`config.mk`:
```
export PLATFORM = sky130hd
export DESIGN_NAME = lps_front
export DESIGN_NICKNAME = d
export VERILOG_FILES = /design/src/rtl/lps_pkg.sv /design/src/rtl/lps_front.sv
export SDC_FILE = /design/constraint.sdc
export NUM_CORES = 1
export LEC_CHECK = 0
export ABC_AREA = 1
export BUFFER_PORTS_ARGS = -buffer_cell sky130_fd_sc_hd__buf_4
export CAP_MARGIN = 20
export CORE_ASPECT_RATIO = 0.5
export CORE_MARGIN = 5
export CORE_UTILIZATION = 59
export DETAILED_ROUTE_END_ITERATION = 10
export GPL_ROUTABILITY_DRIVEN = 0
export PLACE_DENSITY_LB_ADDON = 0.25
export RECOVER_POWER = 25
export SETUP_SLACK_MARGIN = 0.4
export SYNTH_ARGS = -nofsm -noshare
export SYNTH_HDL_FRONTEND = slang
export SYNTH_SLANG_ARGS = --single-unit
```
`constraint.sdc`:
```
create_clock -name i_clk -period 3.7 [get_ports i_clk]
set_clock_uncertainty 0.15 [all_clocks]
set_input_delay 0.185 -clock i_clk [delete_from_list [all_inputs] [get_ports i_clk]]
set_output_delay 0.185 -clock i_clk [all_outputs]
set_load 0.05 [all_outputs]
```
`src/rtl/lps_pkg.sv`:
```
// Shared types, constants and the sharpening kernel for the 3x3 Laplacian core.
// No dependencies; used by lps_front, lps_back and the top level (lps_queue does not use it).
`timescale 1ns / 1ps

package lps_pkg;

    localparam int PIX_W     = 8;
    localparam int DIM_W     = 12;
    localparam int CFG_IDX_W = 2;
    localparam int Q_DEPTH   = 4;

    // Configuration register indexes
    localparam logic [CFG_IDX_W-1:0] CFG_FRAME_WIDTH   = 2'd0;
    localparam logic [CFG_IDX_W-1:0] CFG_FRAME_HEIGHT  = 2'd1;
    localparam logic [CFG_IDX_W-1:0] CFG_SATURATE_MODE = 2'd2;

    localparam logic [DIM_W-1:0] DEF_FRAME_WIDTH  = 12'd640;
    localparam logic [DIM_W-1:0] DEF_FRAME_HEIGHT = 12'd480;

    // Input item kinds
    localparam logic CMD_PIXEL = 1'b0;
    localparam logic CMD_FLUSH = 1'b1;

    // Classification of one queued item
    typedef struct packed {
        logic drain;    // flush item copying a pending pixel out of the line stores
        logic fire;     // item produces a result
        logic border;   // result is a copied border pixel
        logic sel_mid;  // drain reads the middle line (last row) instead of upper
        logic last;     // result is the final pixel of the frame
    } t_item_flags;

    // 5*c - (u + d + l + r), wrapped to 8 bits or clamped to 0..255
    function automatic logic [PIX_W-1:0] laplace(
        input logic [PIX_W-1:0] c,
        input logic [PIX_W-1:0] u,
        input logic [PIX_W-1:0] d,
        input logic [PIX_W-1:0] l,
        input logic [PIX_W-1:0] r,
        input logic             sat
    );
        logic        [10:0] five_c;
        logic        [9:0]  nsum;
        logic signed [11:0] v;
        logic [PIX_W-1:0]   res;
        five_c = {1'b0, c, 2'b00} + {3'b000, c};
        nsum   = {2'b00, u} + {2'b00, d} + {2'b00, l} + {2'b00, r};
        v      = signed'({1'b0, five_c}) - signed'({2'b00, nsum});
        res    = v[PIX_W-1:0];
        if (sat) begin
            if (v < 0) begin
                res = '0;
            end else if (v > 12'sd255) begin
                res = '1;
            end
        end
        return res;
    endfunction

endpackage

```
`src/rtl/lps_front.sv`:
```
// Front end: accepts input transactions, tracks input and output raster position,
// classifies each item and pushes it to the queue. Depends on lps_pkg.
`timescale 1ns / 1ps

module lps_front #(
    parameter int MAX_WIDTH  = 2048,
    parameter int MAX_HEIGHT = 2048
) (
    input  logic                          i_clk,
    input  logic                          i_rst_n,
    input  logic [lps_pkg::DIM_W-1:0]     i_frame_width,
    input  logic [lps_pkg::DIM_W-1:0]     i_frame_height,
    input  logic                          i_valid,
    output logic                          o_ready,
    input  logic                          i_cmd,
    input  logic [lps_pkg::PIX_W-1:0]     i_pixel,
    input  logic                          i_full,
    output logic                          o_push,
    output lps_pkg::t_item_flags          o_flags,
    output logic [$clog2(MAX_WIDTH)-1:0]  o_col,
    output logic [lps_pkg::PIX_W-1:0]     o_pixel
);

    localparam int CW  = $clog2(MAX_WIDTH);
    localparam int RW  = $clog2(MAX_HEIGHT);
    localparam int WEW = CW + 1;
    localparam int HEW = RW + 1;

    logic [WEW-1:0] w_eff;
    logic [HEW-1:0] h_eff;

    logic [CW-1:0] r_in_col,  n_in_col;
    logic [RW-1:0] r_in_row,  n_in_row;
    logic [CW-1:0] r_out_col, n_out_col;
    logic [RW-1:0] r_out_row, n_out_row;
    logic          r_draining, n_draining;

    logic accept, emit, in_col_end, in_row_end, out_col_end, out_row_end, out_last;
    logic fire, inner;

    // Effective geometry: zero reads as one, oversize clamps to the maximum
    always_comb begin
        if (i_frame_width == '0) begin
            w_eff = WEW'(1);
        end else if (32'(i_frame_width) > MAX_WIDTH) begin
            w_eff = WEW'(MAX_WIDTH);
        end else begin
            w_eff = WEW'(i_frame_width);
        end
        if (i_frame_height == '0) begin
            h_eff = HEW'(1);
        end else if (32'(i_frame_height) > MAX_HEIGHT) begin
            h_eff = HEW'(MAX_HEIGHT);
        end else begin
            h_eff = HEW'(i_frame_height);
        end
    end

    assign o_ready = !i_full;
    assign accept  = i_valid && o_ready;

    // Position tests
    assign in_col_end  = ({1'b0, r_in_col} + 1'b1)  >= w_eff;
    assign in_row_end  = ({1'b0, r_in_row} + 1'b1)  >= h_eff;
    assign out_col_end = ({1'b0, r_out_col} + 1'b1) >= w_eff;
    assign out_row_end = ({1'b0, r_out_row} + 1'b1) >= h_eff;
    assign out_last    = out_col_end && out_row_end;

    // A pixel yields a result once one line plus one pixel has arrived
    assign fire  = (r_in_row >= RW'(2)) || (r_in_row == RW'(1) && r_in_col != '0);
    assign inner = (r_out_row != '0) && !out_row_end && (r_out_col != '0) && !out_col_end;

    // Classification and next position
    always_comb begin
        n_in_col   = r_in_col;
        n_in_row   = r_in_row;
        n_out_col  = r_out_col;
        n_out_row  = r_out_row;
        n_draining = r_draining;
        o_push     = 1'b0;
        o_flags    = '0;
        o_col      = r_in_col;
        o_pixel    = i_pixel;
        emit       = 1'b0;
        if (accept) begin
            if (r_draining) begin
                if (i_cmd == lps_pkg::CMD_FLUSH) begin
                    o_push          = 1'b1;
                    o_col           = r_out_col;
                    o_flags.drain   = 1'b1;
                    o_flags.fire    = 1'b1;
                    o_flags.border  = 1'b1;
                    o_flags.sel_mid = out_row_end;
                    o_flags.last    = out_last;
                    emit            = 1'b1;
                end
            end else if (i_cmd == lps_pkg::CMD_PIXEL) begin
                o_push         = 1'b1;
                o_flags.fire   = fire;
                o_flags.border = !inner;
                o_flags.last   = fire && out_last;
                emit           = fire;
                if (in_col_end) begin
                    n_in_col = '0;
                    if (in_row_end) begin
                        n_draining = 1'b1;
                    end else begin
                        n_in_row = r_in_row + 1'b1;
                    end
                end else begin
                    n_in_col = r_in_col + 1'b1;
                end
            end
            if (emit) begin
                if (out_last) begin
                    n_in_col   = '0;
                    n_in_row   = '0;
                    n_out_col  = '0;
                    n_out_row  = '0;
                    n_draining = 1'b0;
                end else if (out_col_end) begin
                    n_out_col = '0;
                    n_out_row = r_out_row + 1'b1;
                end else begin
                    n_out_col = r_out_col + 1'b1;
                end
            end
        end
    end

    always_ff @(posedge i_clk) begin
        if (!i_rst_n) begin
            r_in_col   <= '0;
            r_in_row   <= '0;
            r_out_col  <= '0;
            r_out_row  <= '0;
            r_draining <= 1'b0;
        end else begin
            r_in_col   <= n_in_col;
            r_in_row   <= n_in_row;
            r_out_col  <= n_out_col;
            r_out_row  <= n_out_row;
            r_draining <= n_draining;
        end
    end

    a_last_restarts: assert property (@(posedge i_clk) disable iff (!i_rst_n)
        o_push && o_flags.last |=> !r_draining && r_out_col == '0 && r_out_row == '0
                                   && r_in_col == '0 && r_in_row == '0)
        else $error("frame did not restart after last pixel");

    a_drain_col_zero: assert property (@(posedge i_clk) disable iff (!i_rst_n)
        r_draining |-> r_in_col == '0)
        else $error("input column not at zero while draining");

endmodule

```
==> results_dict.tcl <==
set metrics [dict create \
    power_density_nw_per_um2 209 \
    synth-compound-area-share_pct 12.9 \
    crit_slowest_cell "dfxtp_4" \
    diodes 0 \
    synthSimpleGateAreaFrac_pct 33.2 \
    clkLatencyLatePin_ns 0.29 \
    die_w_um 133 \
    io_buffers 46 \
    synth.avg_cell_area_um2 6.44 \
    setup_viol 0 \
    overflow 0 \
    irDropWorstVdd_uv 172 \
    wl_met2_um 5430 \
    finalCritPeriodShare_pct 93.5 \
    io_pins 63 \
    synth_top_area_cell "dfxtp_1" \
    worstMarginPinSlew_ns 1.26 \
    drive_above_1_share_pct 20.4 \
    dr.pass1.iters 5 \
    htree_levels 2 \
    grt_setup_unrepaired "true" \
    grt_usage_pct 25.1 \
    cts_sinks 45 \
    synth_area_leaders "dfxtp_1 20%, nand2_1 16%, ha_1 16%, inv_1 7.5%, a21oi_1 5.8%" \
    syn-num-nets 785 \
    highest_layer "met4" \
    fill_cells 625 \
    cp_cell_sequence "ha_4, nand2_2, nor2_2, inv_1, nor2_1, inv_1, nor2_2, nand2_1, nor2_1, xor2_1, inv_1, ha_1, nand2_2, nor2_2, a211oi_2, nand4_1, inv_1, nand2_1, o21ai_2, a21oi_2, buf_6" \
    path_max_fanout 2 \
    synth_xor_area_share_pct 5.70 \
    routed_via_density 5.61 \
    numCtsBuffers 5 \
    synth_ff_type "dfxtp_1" \
    yosys.cell_count.top_type "nand2_1" \
    synth_cell_types 40 \
    fmax_mhz 289 \
    synth_commonest_cells "189 x nand2_1, 89 x inv_1, 56 x ha_1" \
    num_rows 22 \
    clk_pin_slew_ns 0.06 \
    min_path_type "in2reg" \
    grt_max_degree 33 \
    nNetsFinal 837 \
    muxShareOfSynthArea_pct 0 \
    initial_core_util_pct 60.8 \
    place_hpwl_um 8730 \
    period_minus_slack_ns 3.46 \
    totalNegativeSetupSlack_ns 0 \
    num_vias 4713 \
    status "finished, final reports clean" \
    synth-adder-area-share_pct 15.7 \
    design.die.area_um2 9490 \
    slew_headroom_pct 16.1 \
    synth-seq-cells 45 \
    area_growth_syn_to_layout_pct 18.7 \
    synthCells 692 \
    wl_met3_um 975 \
    end_kind "output port" \
    route.detailed.drc 0 \
    yosys_warnings 0 \
    grt_pass1_wl_um 20000 \
    hold_viol 0 \
    coreArea_um2 7320 \
    die_y_um 71.4 \
    synth-edff-count 0 \
    final_core_utilization_pct 72.2 \
    wl_per_cell_um 14.5 \
    cts_tree "done" \
    worstPathArrival_ns 3.13 \
    drtAntennaViolNets 0 \
    async_flop_share_pct 0 \
    cts_buffer_depth 2 \
    cap_violations 0 \
    grt_pass1_vias 4358 \
    slew_viol_final 0 \
    power.leakage_uw 0.00251 \
    synth_top_family_by_area "simple AND/OR/NAND/NOR gates" \
    wirelength_um 12200 \
    path_class "reg2out" \
    synth_top_area_share_pct 20.2 \
    wl_met1_um 5500 \
    drt_iter0_markers 534 \
    postCtsHoldBufs 0 \
    root_buffer "clkbuf_16" \
    crit_required_ns 3.37 \
    yosysSeqAreaShare_pct 20.2 \
    synth_area_um2 4450 \
    cp_common_cell "inv_1" \
    cp-start-kind "flip-flop" \
    slowest_delay_ns 0.36 \
    antenna_found_initial 0 \
]
per-layer routing:
metal | global-route usage, % | vias up
met3 | 5.19 | 34
met1 | 33.4 | 2123
met2 | 41.1 | 201
li1 | - | 2355
met5 | 0 | -
met4 | 8.41 | 0
worst paths after layout:
kind / depth (start not counted) / endpoint / startpoint / slack [ns]
worst max-delay path: 21 / o_flags[2] / r_out_col[0]$_SDFFE_PN0P_ / 0.24
worst min-delay path: 3 / r_out_col[0]$_SDFFE_PN0P_ / i_rst_n / 0.03
worst max register to register: 23 / r_in_col[6]$_SDFFE_PN0P_ / r_out_col[0]$_SDFFE_PN0P_ / 0.37
worst min register to register: 2 / r_out_col[9]$_SDFFE_PN0P_ / r_out_col[9]$_SDFFE_PN0P_ / 0.33
metrics by stage:
| step | setup WS [ns] | std cells | hold WS [ns] | cell area, µm² | total power (µW) |
|---|---|---|---|---|---|
| 6_report | 0.239 | 840 | 0.0257 | 5290 | 1100 |
| 5_1_grt | 0.0690 | 840 | 0.0442 | 5290 | 1140 |
| 4_1_cts | 0.279 | 832 | 0.0353 | 5100 | 1090 |
| 3_5_place_dp | 0.230 | 813 | 0.221 | 4810 | 643 |
| 3_3_place_gp | 0.256 | 813 | 0.221 | 4810 | 640 |
| 2_1_floorplan | 0.430 | 692 | 0.173 | 4450 | 609 |
cell usage in the layout, fill, tap and decap left out, drive strengths merged:
cell type	n
nor3	9
nand3b	1
nand3	45
o21ai	24
nor3b	2
clkbuf	15
nor4	7
a31oi	1
and2	1
xnor2	3
a21oi	62
or2	2
nand2	201
dfxtp	45
o22ai	10
inv	93
and3	1
ha	56
o211ai	1
a211oi	3
buf	69
nor2	46
xor2	26
nand4	20
o31ai	1
state kept, by name, indices dropped and copies added (netlist names):
name,flops
r_draining,1
r_in_col,11
r_in_row,11
r_out_col,11
r_out_row,11
where the power goes:
part / switching [µW] / internal (µW) / total, µW
Sequential: 1.41 / 483 / 484
Combinational: 98.6 / 60.3 / 159
Clock: 193 / 266 / 459
cell families after synthesis:
family,Yosys count
simple gates,334
buf+inv,126
compound gates,102
fa+ha+maj,56
flops,45
xor+xnor,29
repair_timing:
item                                    4_1_cts  5_1_grt
endpoints found under the setup margin       35       48
cloned                                        0        1
pin swaps                                    16       23
setup buffers                                12        7
endpoints found under the hold margin         0        0
gates resized for setup                      16       42
final cells by class:
cell class	instances	area (µm²)	share of cell area (%)
clock buffer	7	143	2.70
timing repair buffer	77	561	10.6
tap	96	120	2.27
multi-input combinational	522	3190	60.4
inverter	93	349	6.61
sequential	45	922	17.4
worst max-delay path: cells and delay by family (launching register included):
kind / cells / cell delay, ns
buf+inv: 5 / 0.56
simple gates: 10 / 0.96
xor+xnor: 1 / 0.16
flops: 1 / 0.36
compound gates: 3 / 0.37
fa+ha+maj: 2 / 0.43
(Power assumes the default switching activity.)
