==> src/rtl/lps_queue.sv <==
// Small register FIFO decoupling the classifier front from the filter back end.
// Depends on nothing; width and depth come in as parameters.
`timescale 1ns / 1ps

module lps_queue #(
    parameter int DATA_W = 22,
    parameter int DEPTH  = 4
) (
    input  logic              i_clk,
    input  logic              i_rst_n,
    input  logic              i_push,
    input  logic [DATA_W-1:0] i_data,
    output logic              o_full,
    input  logic              i_pop,
    output logic [DATA_W-1:0] o_data,
    output logic              o_empty
);

    localparam int PW = (DEPTH > 1) ? $clog2(DEPTH) : 1;
    localparam int CW = $clog2(DEPTH + 1);

    logic [DATA_W-1:0] r_mem [DEPTH];
    logic [PW-1:0]     r_wr_ptr, r_rd_ptr;
    logic [CW-1:0]     r_count;

    assign o_full  = (r_count == CW'(DEPTH));
    assign o_empty = (r_count == '0);
    assign o_data  = r_mem[r_rd_ptr];

    // Storage
    always_ff @(posedge i_clk) begin
        if (i_push) begin
            r_mem[r_wr_ptr] <= i_data;
        end
    end

    // Pointers and fill count
    always_ff @(posedge i_clk) begin
        if (!i_rst_n) begin
            r_wr_ptr <= '0;
            r_rd_ptr <= '0;
            r_count  <= '0;
        end else begin
            if (i_push) begin
                r_wr_ptr <= (r_wr_ptr == PW'(DEPTH - 1)) ? '0 : r_wr_ptr + 1'b1;
            end
            if (i_pop) begin
                r_rd_ptr <= (r_rd_ptr == PW'(DEPTH - 1)) ? '0 : r_rd_ptr + 1'b1;
            end
            if (i_push && !i_pop) begin
                r_count <= r_count + 1'b1;
            end else if (!i_push && i_pop) begin
                r_count <= r_count - 1'b1;
            end
        end
    end

    a_no_overflow: assert property (@(posedge i_clk) disable iff (!i_rst_n)
        r_count <= CW'(DEPTH))
        else $error("queue fill count above depth");

    a_no_underflow: assert property (@(posedge i_clk) disable iff (!i_rst_n)
        i_pop |-> r_count != '0)
        else $error("pop from empty queue");

endmodule

==> config.mk <==
export PLATFORM = sky130hd
export DESIGN_NAME = lps_queue
export DESIGN_NICKNAME = d
export VERILOG_FILES = /design/src/rtl/lps_queue.sv
export SDC_FILE = /design/constraint.sdc
export NUM_CORES = 1
export LEC_CHECK = 0
export BUFFER_PORTS_ARGS = -buffer_cell sky130_fd_sc_hd__buf_2
export CAP_MARGIN = 15
export CORE_MARGIN = 4
export CORE_UTILIZATION = 25
export DETAILED_ROUTE_END_ITERATION = 8
export SLEW_MARGIN = 25
export SYNTH_ARGS = -nofsm -noshare
export SYNTH_HDL_FRONTEND = slang
export SYNTH_SLANG_ARGS = --single-unit
==> constraint.sdc <==
create_clock -name i_clk -period 3.1 [get_ports i_clk]
set_clock_uncertainty 0.15 [all_clocks]
set_input_delay 0.465 -clock i_clk [delete_from_list [all_inputs] [get_ports i_clk]]
set_output_delay 0.465 -clock i_clk [all_outputs]
set_load 0.05 [all_outputs]
==> run_summary.xml, run 1 <==
<?xml version="1.0" encoding="UTF-8"?>
<metrics>
  <group name="sta">
    <metric name="finalCriticalPeriod" unit="ns">2.57</metric>
    <metric name="setup_viol" unit="">0</metric>
    <metric name="fin_setup_tns" unit="ns">0</metric>
    <metric name="tightest_slew" unit="ns">0.478</metric>
    <metric name="achievable-frequency" unit="MHz">389</metric>
    <metric name="finalHoldViolCount" unit="">0</metric>
    <metric name="slew_headroom" unit="%">68.1</metric>
    <metric name="report.final.slew_viol_count" unit="">0</metric>
    <metric name="final_min_period_over_clock_period" unit="%">82.8</metric>
    <metric name="setup_repair_after_global_routing_missed_its_margin" unit="">no</metric>
  </group>
  <group name="hold_path">
    <metric name="min_path_cells" unit="">1</metric>
    <metric name="worst_hold_path_type" unit="">in -&gt; reg</metric>
  </group>
  <group name="worst_setup_path">
    <metric name="timing.critical_path.fanout_max" unit="">11</metric>
    <metric name="cp-end-kind" unit="">output pin</metric>
    <metric name="worst_ep_required_time" unit="ns">2.48</metric>
    <metric name="rr_worst_depth" unit="">4</metric>
    <metric name="kind_of_critical_path" unit="">reg -&gt; out</metric>
    <metric name="critical_path_arrival" unit="ns">1.95</metric>
    <metric name="critical_path_launch_point_type" unit="">flip-flop</metric>
  </group>
  <group name="clocking">
    <metric name="tritoncts_clock_tree" unit="">yes</metric>
    <metric name="worst_skew_pair.late_latency" unit="ns">0.34</metric>
    <metric name="cts.sinks" unit="">97</metric>
    <metric name="clock_root_buffer" unit="">clkbuf_16</metric>
    <metric name="cts-root-to-sink-buffers" unit="">2</metric>
    <metric name="cts_buffers" unit="">9</metric>
    <metric name="cts_setup_buffers" unit="">0</metric>
    <metric name="cts_htree_levels" unit="">3</metric>
    <metric name="cts-resized-gates" unit="">0</metric>
    <metric name="path_clk_slew" unit="ns">0.07</metric>
    <metric name="cts_hold_buf" unit="">0</metric>
  </group>
  <group name="detailed_routing">
    <metric name="drt-initial-drc-count" unit="">163</metric>
    <metric name="drt-wirelength-per-cell" unit="um">16.5</metric>
    <metric name="wirelength" unit="um">6710</metric>
    <metric name="antenna_violating_nets_post_route" unit="">0</metric>
    <metric name="drt_pass_1_iters" unit="">4</metric>
    <metric name="dr_total_vias" unit="">1695</metric>
    <metric name="drt_drc_violations_left" unit="">0</metric>
    <metric name="avgViaCountPerCell" unit="">4.17</metric>
  </group>
  <group name="die">
    <metric name="num_io_pins" unit="">50</metric>
    <metric name="dieHeight" unit="um">129</metric>
    <metric name="start_util" unit="%">25.9</metric>
    <metric name="die_width" unit="um">129</metric>
    <metric name="placement_rows" unit="">43</metric>
    <metric name="fp.dieArea" unit="um^2">16500</metric>
    <metric name="core_area" unit="um^2">14000</metric>
  </group>
  <group name="global_route">
    <metric name="grt.overflow.total" unit="">0</metric>
    <metric name="gr_met2_demand_resource" unit="%">14.2</metric>
    <metric name="globalRouteMet3Util" unit="%">3.32</metric>
    <metric name="grt_max_degree" unit="">23</metric>
    <metric name="groute.layer.met1.usage" unit="%">9.80</metric>
    <metric name="initial_antenna_violation_count" unit="">0</metric>
    <metric name="top_usage_layer" unit="">met2</metric>
    <metric name="wire_length_of_the_first_global_routing_pass" unit="um">10200</metric>
    <metric name="via_count_of_the_first_global_routing_pass" unit="">1831</metric>
    <metric name="global_router_s_overall_resource_usage" unit="%">8.43</metric>
  </group>
  <group name="cells_and_area">
    <metric name="final_nets" unit="">254</metric>
    <metric name="layout_common_cells" unit="">edfxtp_1, buf_2, mux4_2</metric>
    <metric name="final_common_cell" unit="">edfxtp_1</metric>
    <metric name="proportion_of_layout_cells_with_a_drive_suffix_above_1" unit="%">40.3</metric>
    <metric name="finish.utilization" unit="%">31.3</metric>
    <metric name="area_growth_syn_to_layout" unit="%">21.0</metric>
    <metric name="antenna_cells_inserted" unit="">0</metric>
  </group>
  <group name="power">
    <metric name="leakage" unit="nW">1.51</metric>
    <metric name="powerDensity" unit="nW/um^2">667</metric>
    <metric name="vdd.ir_drop.worst" unit="mV">0.255</metric>
  </group>
  <group name="place">
    <metric name="detailed_place_hpwl" unit="um">4290</metric>
    <metric name="globalplace.congestion" unit="">0.654</metric>
    <metric name="buffer_ports.inserted" unit="">49</metric>
  </group>
  <group name="logic_synthesis">
    <metric name="synth_area" unit="um^2">3640</metric>
    <metric name="syn-instance-count" unit="">158</metric>
    <metric name="ys_seq_elements" unit="">97</metric>
    <metric name="yosysWarningCount" unit="">0</metric>
    <metric name="synth_cell_types" unit="">21</metric>
    <metric name="synth.net_count" unit="">191</metric>
    <metric name="synth_area_per_cell" unit="um^2">23.0</metric>
    <metric name="synth-seq-area-share" unit="%">77.6</metric>
  </group>
  <group name="run_status">
    <metric name="result_of_the_run" unit="">finished clean</metric>
  </group>
  <group name="flow_run">
    <metric name="max_cap_violations" unit="">0</metric>
  </group>
</metrics>
==> cells in the mapped netlist, drive strengths merged <==
master  count  area, um^2
edfxtp     88        2640
mux4       22         503
dfxtp       9         180
ha          6        75.1
and2        5        31.3
nor2b       5        31.3
buf         4        32.5
inv         4        15.0
mux2i       4        40.0
nor3        2        10.0
a21boi      1        7.51
fa          1        20.0
nor2        1        3.75
nor3b       1        7.51
o21a        1        7.51
o21ai       1        5.00
or3         1        6.26
xnor2       1        8.76
xor2        1        8.76
==> sequential cells by signal (all words and copies together) (netlist names), named ones only <==
signal,cells
r_count,3
r_mem,88
r_rd_ptr,2
r_wr_ptr,2
==> per-layer routing <==
metal	share of wire [%]	up-vias
li1	-	771
met1	41	876
met2	51	40
met3	6.5	8
met4	1.2	0
met5	0	-
==> where the power goes <==
group	total [mW]	internal, mW	switching, mW
clock	1.01	0.548	0.465
sequential	1.53	1.49	0.0314
combinational	0.395	0.127	0.268
==> metrics by stage <==
| stage | worst slack [ns] | hold WS, ns | power (mW) | cell area (um^2) | instances |
|---|---|---|---|---|---|
| detailed placement | 0.858 | 0.349 | 1.96 | 4130 | 390 |
| CTS | 0.485 | 0.175 | 2.97 | 4400 | 406 |
| global placement | 0.897 | 0.342 | 1.95 | 4130 | 390 |
| floorplan | 0.983 | 0.322 | 1.84 | 3640 | 158 |
| global route | 0.418 | 0.175 | 3.06 | 4400 | 406 |
| finish | 0.533 | 0.187 | 2.93 | 4400 | 406 |
==> layout make-up <==
| class | count | area, um^2 |
|---|---|---|
| Fill cell | 1357 | 9640 |
| Sequential cell | 97 | 2820 |
| Multi-Input combinational cell | 53 | 766 |
| Timing Repair Buffer | 56 | 298 |
| Clock buffer | 10 | 229 |
| Tap cell | 180 | 225 |
| Clock inverter | 6 | 42.5 |
| Inverter | 4 | 15.0 |
==> critical path: stages (launching register included) <==
cell and delay (ns):
dfxtp_2 0.57, buf_4 0.29, mux4_2 0.53, buf_2 0.23
==> path summary, 6_finish.rpt <==
path / slack [ns] / endpoint / start
worst max register to register: 1.46 / r_count[2] / r_count[0]
worst min-delay path: 0.19 / r_mem[1][18] / i_data[18]
worst max-delay path: 0.53 / o_data[4] / flip-flop
worst min register to register: 0.36 / r_count[2] / r_count[2]
==> cells by family (layout without fill, tap and decap cells) <==
| logic type | Yosys count | in the layout | synth area share [%] |
|---|---|---|---|
| AO/OA/AOI/OAI | 3 | 3 | 0.551 |
| AND/OR/NAND/NOR | 15 | 15 | 2.48 |
| buffers and inverters | 8 | 76 | 1.31 |
| multiplexers | 26 | 26 | 14.9 |
| adder cells (fa/ha/maj) | 7 | 7 | 2.62 |
| flip-flops | 97 | 97 | 77.6 |
| XOR/XNOR | 2 | 2 | 0.482 |
No activity file was read; power rests on OpenSTA's default activity.
==> run 2, diff against run 1 <==
==> constraint.sdc (replaced) <==
create_clock -name i_clk -period 2.4 [get_ports i_clk]
set_clock_uncertainty 0.15 [all_clocks]
set_input_delay 0.36 -clock i_clk [delete_from_list [all_inputs] [get_ports i_clk]]
set_output_delay 0.36 -clock i_clk [all_outputs]
set_load 0.05 [all_outputs]
==> run 2 against run 1 <==
First-iteration DRC count shrank 17%. Total power rose by 33%. Final cell count is 0.25% lower. Global-route usage shrank 0.10 points. Critical path depth did not move. Sequential share of layout area fell by 0.54 points. Flip-flop and latch count did not move. Largest cell class unchanged.
==> run_summary.xml, run 2 (synthesis gave the netlist of run 1 again) <==
<?xml version="1.0" encoding="UTF-8"?>
<metrics>
  <group name="clocking">
    <metric name="cts_htree_levels" unit="">3</metric>
    <metric name="cts_setup_buffers" unit="">0</metric>
    <metric name="cts-root-to-sink-buffers" unit="">2</metric>
    <metric name="worst_skew_pair.late_latency" unit="ns">0.33</metric>
    <metric name="cts_buffers" unit="">9</metric>
    <metric name="clock_root_buffer" unit="">clkbuf_16</metric>
    <metric name="tritoncts_clock_tree" unit="">yes</metric>
    <metric name="path_clk_slew" unit="ns">0.07</metric>
    <metric name="cts.sinks" unit="">97</metric>
  </group>
  <group name="place">
    <metric name="globalplace.congestion" unit="">0.691</metric>
    <metric name="worst_case_setup_slack_after_placement" unit="ns">0.359</metric>
    <metric name="buffer_ports.inserted" unit="">49</metric>
    <metric name="post-place-cells" unit="">389</metric>
    <metric name="place_area" unit="um^2">4130</metric>
    <metric name="detailed_place_hpwl" unit="um">4230</metric>
  </group>
  <group name="worst_setup_path">
    <metric name="critical_path_launch_point_type" unit="">flip-flop</metric>
    <metric name="cp-end-kind" unit="">output pin</metric>
    <metric name="kind_of_critical_path" unit="">reg -&gt; out</metric>
    <metric name="critical_path.max_stage_delay" unit="ns">0.52</metric>
    <metric name="timing.critical_path.fanout_max" unit="">15</metric>
    <metric name="critical_path_arrival" unit="ns">1.74</metric>
    <metric name="worst_ep_required_time" unit="ns">1.89</metric>
    <metric name="timing.critical_path.cells" unit="">buf_12, mux4_2, buf_2</metric>
    <metric name="critical_path.slowest_cell" unit="">mux4_2</metric>
  </group>
  <group name="detailed_routing">
    <metric name="antenna_violating_nets_post_route" unit="">0</metric>
    <metric name="avgViaCountPerCell" unit="">4.10</metric>
    <metric name="drt_pass_1_iters" unit="">4</metric>
    <metric name="dr_total_vias" unit="">1659</metric>
    <metric name="drt_drc_violations_left" unit="">0</metric>
    <metric name="wirelength" unit="um">6490</metric>
    <metric name="drt-wirelength-per-cell" unit="um">16.0</metric>
    <metric name="drt-initial-drc-count" unit="">136</metric>
  </group>
  <group name="power">
    <metric name="report.power.total" unit="mW">3.91</metric>
    <metric name="vdd.ir_drop.worst" unit="mV">0.301</metric>
    <metric name="power_frac_seq" unit="%">50.2</metric>
    <metric name="leakage" unit="nW">1.52</metric>
    <metric name="power.switching_fraction" unit="%">25.4</metric>
    <metric name="p_sw" unit="mW">0.994</metric>
    <metric name="clkPwrFrac" unit="%">36.6</metric>
    <metric name="power.combinational.fraction" unit="%">13.2</metric>
    <metric name="cell_internal_pwr" unit="mW">2.92</metric>
    <metric name="powerDensity" unit="nW/um^2">881</metric>
  </group>
  <group name="cells_and_area">
    <metric name="final_cells" unit="">405</metric>
    <metric name="fill_cells" unit="">1328</metric>
    <metric name="layout_common_cells" unit="">edfxtp_1, buf_2, mux4_2</metric>
    <metric name="largest_register" unit="">r_mem</metric>
    <metric name="area_growth_syn_to_layout" unit="%">22.1</metric>
    <metric name="finalInstanceArea" unit="um^2">4440</metric>
    <metric name="final_common_cell" unit="">edfxtp_1</metric>
    <metric name="finish.utilization" unit="%">31.6</metric>
    <metric name="ff_latch_area" unit="um^2">2830</metric>
    <metric name="largest_register_ffs" unit="">88</metric>
    <metric name="area_of_the_multi_input_gates" unit="um^2">766</metric>
    <metric name="registers_with_the_most_flip_flops" unit="">r_mem x88, r_count x3</metric>
    <metric name="antenna_cells_inserted" unit="">0</metric>
    <metric name="proportion_of_layout_cells_with_a_drive_suffix_above_1" unit="%">40.4</metric>
    <metric name="final_nets" unit="">253</metric>
  </group>
  <group name="sta">
    <metric name="setup_repair_after_global_routing_missed_its_margin" unit="">no</metric>
    <metric name="tightest_slew" unit="ns">0.358</metric>
    <metric name="worst_hold_slack" unit="ns">0.0906</metric>
    <metric name="finalHoldViolCount" unit="">0</metric>
    <metric name="achievable-frequency" unit="MHz">445</metric>
    <metric name="final.setup.worst_slack" unit="ns">0.151</metric>
    <metric name="fin_setup_tns" unit="ns">0</metric>
    <metric name="setup_viol" unit="">0</metric>
    <metric name="finalCriticalPeriod" unit="ns">2.25</metric>
    <metric name="report.final.slew_viol_count" unit="">0</metric>
    <metric name="final_min_period_over_clock_period" unit="%">93.7</metric>
    <metric name="slew_headroom" unit="%">76.2</metric>
  </group>
  <group name="flow_run">
    <metric name="max_cap_violations" unit="">0</metric>
  </group>
  <group name="hold_path">
    <metric name="worst_hold_path_type" unit="">in -&gt; reg</metric>
  </group>
  <group name="global_route">
    <metric name="via_count_of_the_first_global_routing_pass" unit="">1828</metric>
    <metric name="wire_length_of_the_first_global_routing_pass" unit="um">10200</metric>
    <metric name="grt.overflow.total" unit="">0</metric>
    <metric name="initial_antenna_violation_count" unit="">0</metric>
    <metric name="global_router_s_overall_resource_usage" unit="%">8.33</metric>
    <metric name="grt_max_degree" unit="">23</metric>
  </group>
  <group name="run_status">
    <metric name="result_of_the_run" unit="">finished clean</metric>
  </group>
  <group name="die">
    <metric name="fp.dieArea" unit="um^2">16500</metric>
    <metric name="start_util" unit="%">25.9</metric>
    <metric name="placement_rows" unit="">43</metric>
    <metric name="dieHeight" unit="um">129</metric>
    <metric name="num_io_pins" unit="">50</metric>
    <metric name="core_area" unit="um^2">14000</metric>
    <metric name="die_width" unit="um">129</metric>
  </group>
</metrics>
-- run 2: critical path, delay by kind of cell, from the launching register on --
family | cells | cell delay, ns
multiplexers | 1 | 0.52
buffers and inverters | 2 | 0.44
flip-flops | 1 | 0.45
-- run 2: cell type report --
type / instances / share of cell area (%)
Tap cell: 180 / 5.07
Clock inverter: 6 / 1.72
Multi-Input combinational cell: 53 / 17.2
Inverter: 4 / 0.338
Timing Repair Buffer: 55 / 6.82
Clock buffer: 10 / 5.16
Sequential cell: 97 / 63.7
-- run 2: power by group through the flow --
stage	clock [mW]	combinational, mW	sequential (mW)
3_5_place_dp	0	0.530	2.00
5_1_grt	1.56	0.555	1.97
4_1_cts	1.47	0.531	1.96
6_report	1.43	0.518	1.96
2_1_floorplan	0	0.390	1.99
3_3_place_gp	0	0.526	2.00
-- run 2: final timing paths --
check | startpoint | to | slack [ns] | cells past startpoint
setup / recovery | flip-flop | o_data[0] | 0.15 | 3
hold / removal | i_data[18] | r_mem[1][18] | 0.09 | 1
setup reg to reg | r_count[0] | r_count[2] | 0.77 | 4
hold reg to reg | r_count[2] | r_count[2] | 0.36 | 2
-- run 2: repair_timing --
action	4_1_cts	5_1_grt
gates resized for setup	1	0
hold buffers	0	0
setup endpoints to repair	1	0
-- run 2: layer usage --
| metal | part of all wire, % | wire, um | GRT usage (%) |
|---|---|---|---|
| met3 | 5.7 | 373 | 3.20 |
| met2 | 52 | 3400 | 14.7 |
| met1 | 41 | 2660 | 9.40 |
| met5 | 0 | 0 | 0 |
| met4 | 0.94 | 61 | 2.41 |
==> run 3, diff against run 2 <==
--- a/config.mk
+++ b/config.mk
@@ -6,10 +6,12 @@
 export NUM_CORES = 1
 export LEC_CHECK = 0
 export BUFFER_PORTS_ARGS = -buffer_cell sky130_fd_sc_hd__buf_2
-export CAP_MARGIN = 15
+export CAP_MARGIN = 20
+export CORE_ASPECT_RATIO = 0.9
 export CORE_MARGIN = 4
 export CORE_UTILIZATION = 25
 export DETAILED_ROUTE_END_ITERATION = 8
+export MAX_ROUTING_LAYER = met4
 export SLEW_MARGIN = 25
 export SYNTH_ARGS = -nofsm -noshare
 export SYNTH_HDL_FRONTEND = slang
==> run 3 against run 2 <==
Register-to-register slack got worse by 0.06 ns. Total power down 0.92%. Sequential power about the same. Via count rose by 2.4%. Setup slack lost 0.0034 ns. Largest power group unchanged. Largest cell class unchanged. Final cell count is 3.7% higher. Count of clock-buffer cells in the layout decreased by 1. Sequential share of layout area shrank 0.31 points. First-iteration DRC count down 36%.
==> run_summary.xml, run 3 (synthesis gave the netlist of run 1 again) <==
<?xml version="1.0" encoding="UTF-8"?>
<metrics>
  <group name="clocking">
    <metric name="worst_skew_pair.late_latency" unit="ns">0.33</metric>
    <metric name="cts.sinks" unit="">97</metric>
    <metric name="tritoncts_clock_tree" unit="">yes</metric>
    <metric name="cts-resized-gates" unit="">0</metric>
    <metric name="cts_htree_levels" unit="">3</metric>
    <metric name="cts_buffers" unit="">9</metric>
    <metric name="cts-root-to-sink-buffers" unit="">2</metric>
    <metric name="clock_root_buffer" unit="">clkbuf_16</metric>
    <metric name="path_clk_slew" unit="ns">0.07</metric>
    <metric name="cts_hold_buf" unit="">0</metric>
    <metric name="cts_setup_buffers" unit="">0</metric>
  </group>
  <group name="hold_path">
    <metric name="worstHoldEndpoint" unit="">r_mem[1][19]</metric>
    <metric name="worst_hold_path_type" unit="">in -&gt; reg</metric>
    <metric name="min_path_cells" unit="">1</metric>
    <metric name="timing.hold.worst.start" unit="">i_data[19]</metric>
  </group>
  <group name="place">
    <metric name="worst_case_setup_slack_after_placement" unit="ns">0.349</metric>
    <metric name="globalplace.congestion" unit="">0.725</metric>
    <metric name="buffer_ports.inserted" unit="">49</metric>
    <metric name="detailed_place_hpwl" unit="um">4190</metric>
  </group>
  <group name="die">
    <metric name="die_width" unit="um">135</metric>
    <metric name="num_io_pins" unit="">50</metric>
    <metric name="start_util" unit="%">25.7</metric>
    <metric name="placement_rows" unit="">41</metric>
    <metric name="fp.dieArea" unit="um^2">16500</metric>
    <metric name="core_area" unit="um^2">14200</metric>
    <metric name="dieHeight" unit="um">122</metric>
  </group>
  <group name="power">
    <metric name="p_sw" unit="mW">1.05</metric>
    <metric name="clkPwrFrac" unit="%">35.9</metric>
    <metric name="vdd.ir_drop.worst" unit="mV">0.340</metric>
    <metric name="cell_internal_pwr" unit="mW">2.83</metric>
    <metric name="leakage" unit="nW">1.52</metric>
    <metric name="powerDensity" unit="nW/um^2">870</metric>
    <metric name="power.switching_fraction" unit="%">27.1</metric>
    <metric name="power.combinational.fraction" unit="%">13.6</metric>
    <metric name="power_frac_seq" unit="%">50.5</metric>
  </group>
  <group name="global_route">
    <metric name="initial_antenna_violation_count" unit="">1</metric>
    <metric name="gr_met2_demand_resource" unit="%">14.0</metric>
    <metric name="via_count_of_the_first_global_routing_pass" unit="">1866</metric>
    <metric name="grt_max_degree" unit="">23</metric>
    <metric name="top_usage_layer" unit="">met2</metric>
    <metric name="global_router_s_overall_resource_usage" unit="%">8.55</metric>
    <metric name="groute.layer.met1.usage" unit="%">9.84</metric>
    <metric name="grt.overflow.total" unit="">0</metric>
    <metric name="wire_length_of_the_first_global_routing_pass" unit="um">10100</metric>
    <metric name="globalRouteMet3Util" unit="%">3.24</metric>
  </group>
  <group name="sta">
    <metric name="achievable-frequency" unit="MHz">444</metric>
    <metric name="tightest_slew" unit="ns">0.385</metric>
    <metric name="setup_repair_after_global_routing_missed_its_margin" unit="">no</metric>
    <metric name="fin_setup_tns" unit="ns">0</metric>
    <metric name="setup_viol" unit="">0</metric>
    <metric name="finalCriticalPeriod" unit="ns">2.25</metric>
    <metric name="finalHoldViolCount" unit="">0</metric>
    <metric name="final.setup.worst_slack" unit="ns">0.148</metric>
    <metric name="final_min_period_over_clock_period" unit="%">93.8</metric>
    <metric name="report.final.slew_viol_count" unit="">0</metric>
    <metric name="slew_headroom" unit="%">74.4</metric>
  </group>
  <group name="cells_and_area">
    <metric name="largest_register" unit="">r_mem</metric>
    <metric name="area_growth_syn_to_layout" unit="%">22.6</metric>
    <metric name="registers_with_the_most_flip_flops" unit="">r_mem x88, r_count x3</metric>
    <metric name="layout_common_cells" unit="">edfxtp_1, buf_2, mux4_2</metric>
    <metric name="area_of_the_multi_input_gates" unit="um^2">766</metric>
    <metric name="final_nets" unit="">254</metric>
    <metric name="fill_cells" unit="">1396</metric>
    <metric name="ff_latch_area" unit="um^2">2820</metric>
    <metric name="final_common_cell" unit="">edfxtp_1</metric>
    <metric name="largest_register_ffs" unit="">88</metric>
    <metric name="proportion_of_layout_cells_with_a_drive_suffix_above_1" unit="%">41.2</metric>
  </group>
  <group name="detailed_routing">
    <metric name="drt-initial-drc-count" unit="">87</metric>
    <metric name="antenna_violating_nets_post_route" unit="">0</metric>
    <metric name="drt-wirelength-per-cell" unit="um">15.8</metric>
    <metric name="avgViaCountPerCell" unit="">4.04</metric>
    <metric name="drt_pass_1_iters" unit="">4</metric>
    <metric name="dr_total_vias" unit="">1698</metric>
    <metric name="drt_drc_violations_left" unit="">0</metric>
    <metric name="wirelength" unit="um">6650</metric>
  </group>
  <group name="worst_setup_path">
    <metric name="worst_ep_required_time" unit="ns">1.89</metric>
    <metric name="worst-r2r-setup-slack" unit="ns">0.71</metric>
    <metric name="reg2reg_from" unit="">r_wr_ptr[0]</metric>
    <metric name="rr_worst_depth" unit="">4</metric>
    <metric name="cp-end-kind" unit="">output pin</metric>
    <metric name="kind_of_critical_path" unit="">reg -&gt; out</metric>
    <metric name="critical_path_launch_point_type" unit="">flip-flop</metric>
    <metric name="timing.critical_path.fanout_max" unit="">21</metric>
    <metric name="rr_endpoint" unit="">r_mem[2][1]</metric>
    <metric name="critical_path_arrival" unit="ns">1.74</metric>
  </group>
  <group name="run_status">
    <metric name="result_of_the_run" unit="">finished clean</metric>
  </group>
  <group name="flow_run">
    <metric name="max_cap_violations" unit="">0</metric>
  </group>
</metrics>
-- run 3: cell count changes in the layout (fill, tap and decap cells not counted) --
cell,change
clkinv_4,-1
clkinv_8,+2
inv_8,-2
buf_4,+1
clkbuf_1,-1
dfxtp_2,+1
diode_2,+1
inv_6,+3
dfxtp_4,-1
bufinv_16,-1
-- run 3: worst max-delay path by stage --
stage	endpoint	from	depth (start not counted)
2_1_floorplan	o_full	r_count[1]	1
3_3_place_gp	r_count[2]	i_pop	8
3_5_place_dp	r_count[2]	i_pop	8
4_1_cts	o_data[3]	flip-flop	3
5_1_grt	o_data[3]	flip-flop	3
6_report	o_data[3]	flip-flop	3
-- run 3: critical path: stages (launching register included) --
cell and delay [ns]:
dfxtp_2 0.37, buf_12 0.23, mux4_1 0.58, buf_2 0.23
-- run 3: layer usage --
metal / vias to the layer above / part of all wire [%]
li1: 776 / -
met1: 875 / 43
met2: 39 / 50
met3: 8 / 5.7
met4: 0 / 1.4
met5: - / 0
-- run 3: area by class of cell --
class                   instances  share of cell area (%)
diodes                          1                  0.0561
clock buffers                   9                    5.05
clock inverters                 7                    1.66
inverters                       4                   0.337
multi-input cells              53                    17.2
flip-flops and latches         97                    63.3
well taps                     193                    5.42
repair buffers                 56                    6.96
-- run 3: stage by stage --
step,hold slack [ns],instance area [um^2],power (mW),util (%),cells
4_1_cts,0.0733,4460,3.94,31.5,419
6_report,0.0865,4460,3.88,31.5,420
3_3_place_gp,0.333,4160,2.52,29.4,403
2_1_floorplan,0.309,3640,2.38,-,158
5_1_grt,0.0732,4460,4.03,31.5,420
3_5_place_dp,0.384,4160,2.54,29.4,403
-- run 3: power by group through the flow --
| stage | Combinational (mW) | Sequential, mW | Clock [mW] |
|---|---|---|---|
| 3_3_place_gp | 0.533 | 1.99 | 0 |
| 3_5_place_dp | 0.542 | 2.00 | 0 |
| 2_1_floorplan | 0.390 | 1.99 | 0 |
| 4_1_cts | 0.542 | 1.96 | 1.43 |
| 6_report | 0.527 | 1.96 | 1.39 |
| 5_1_grt | 0.564 | 1.97 | 1.50 |
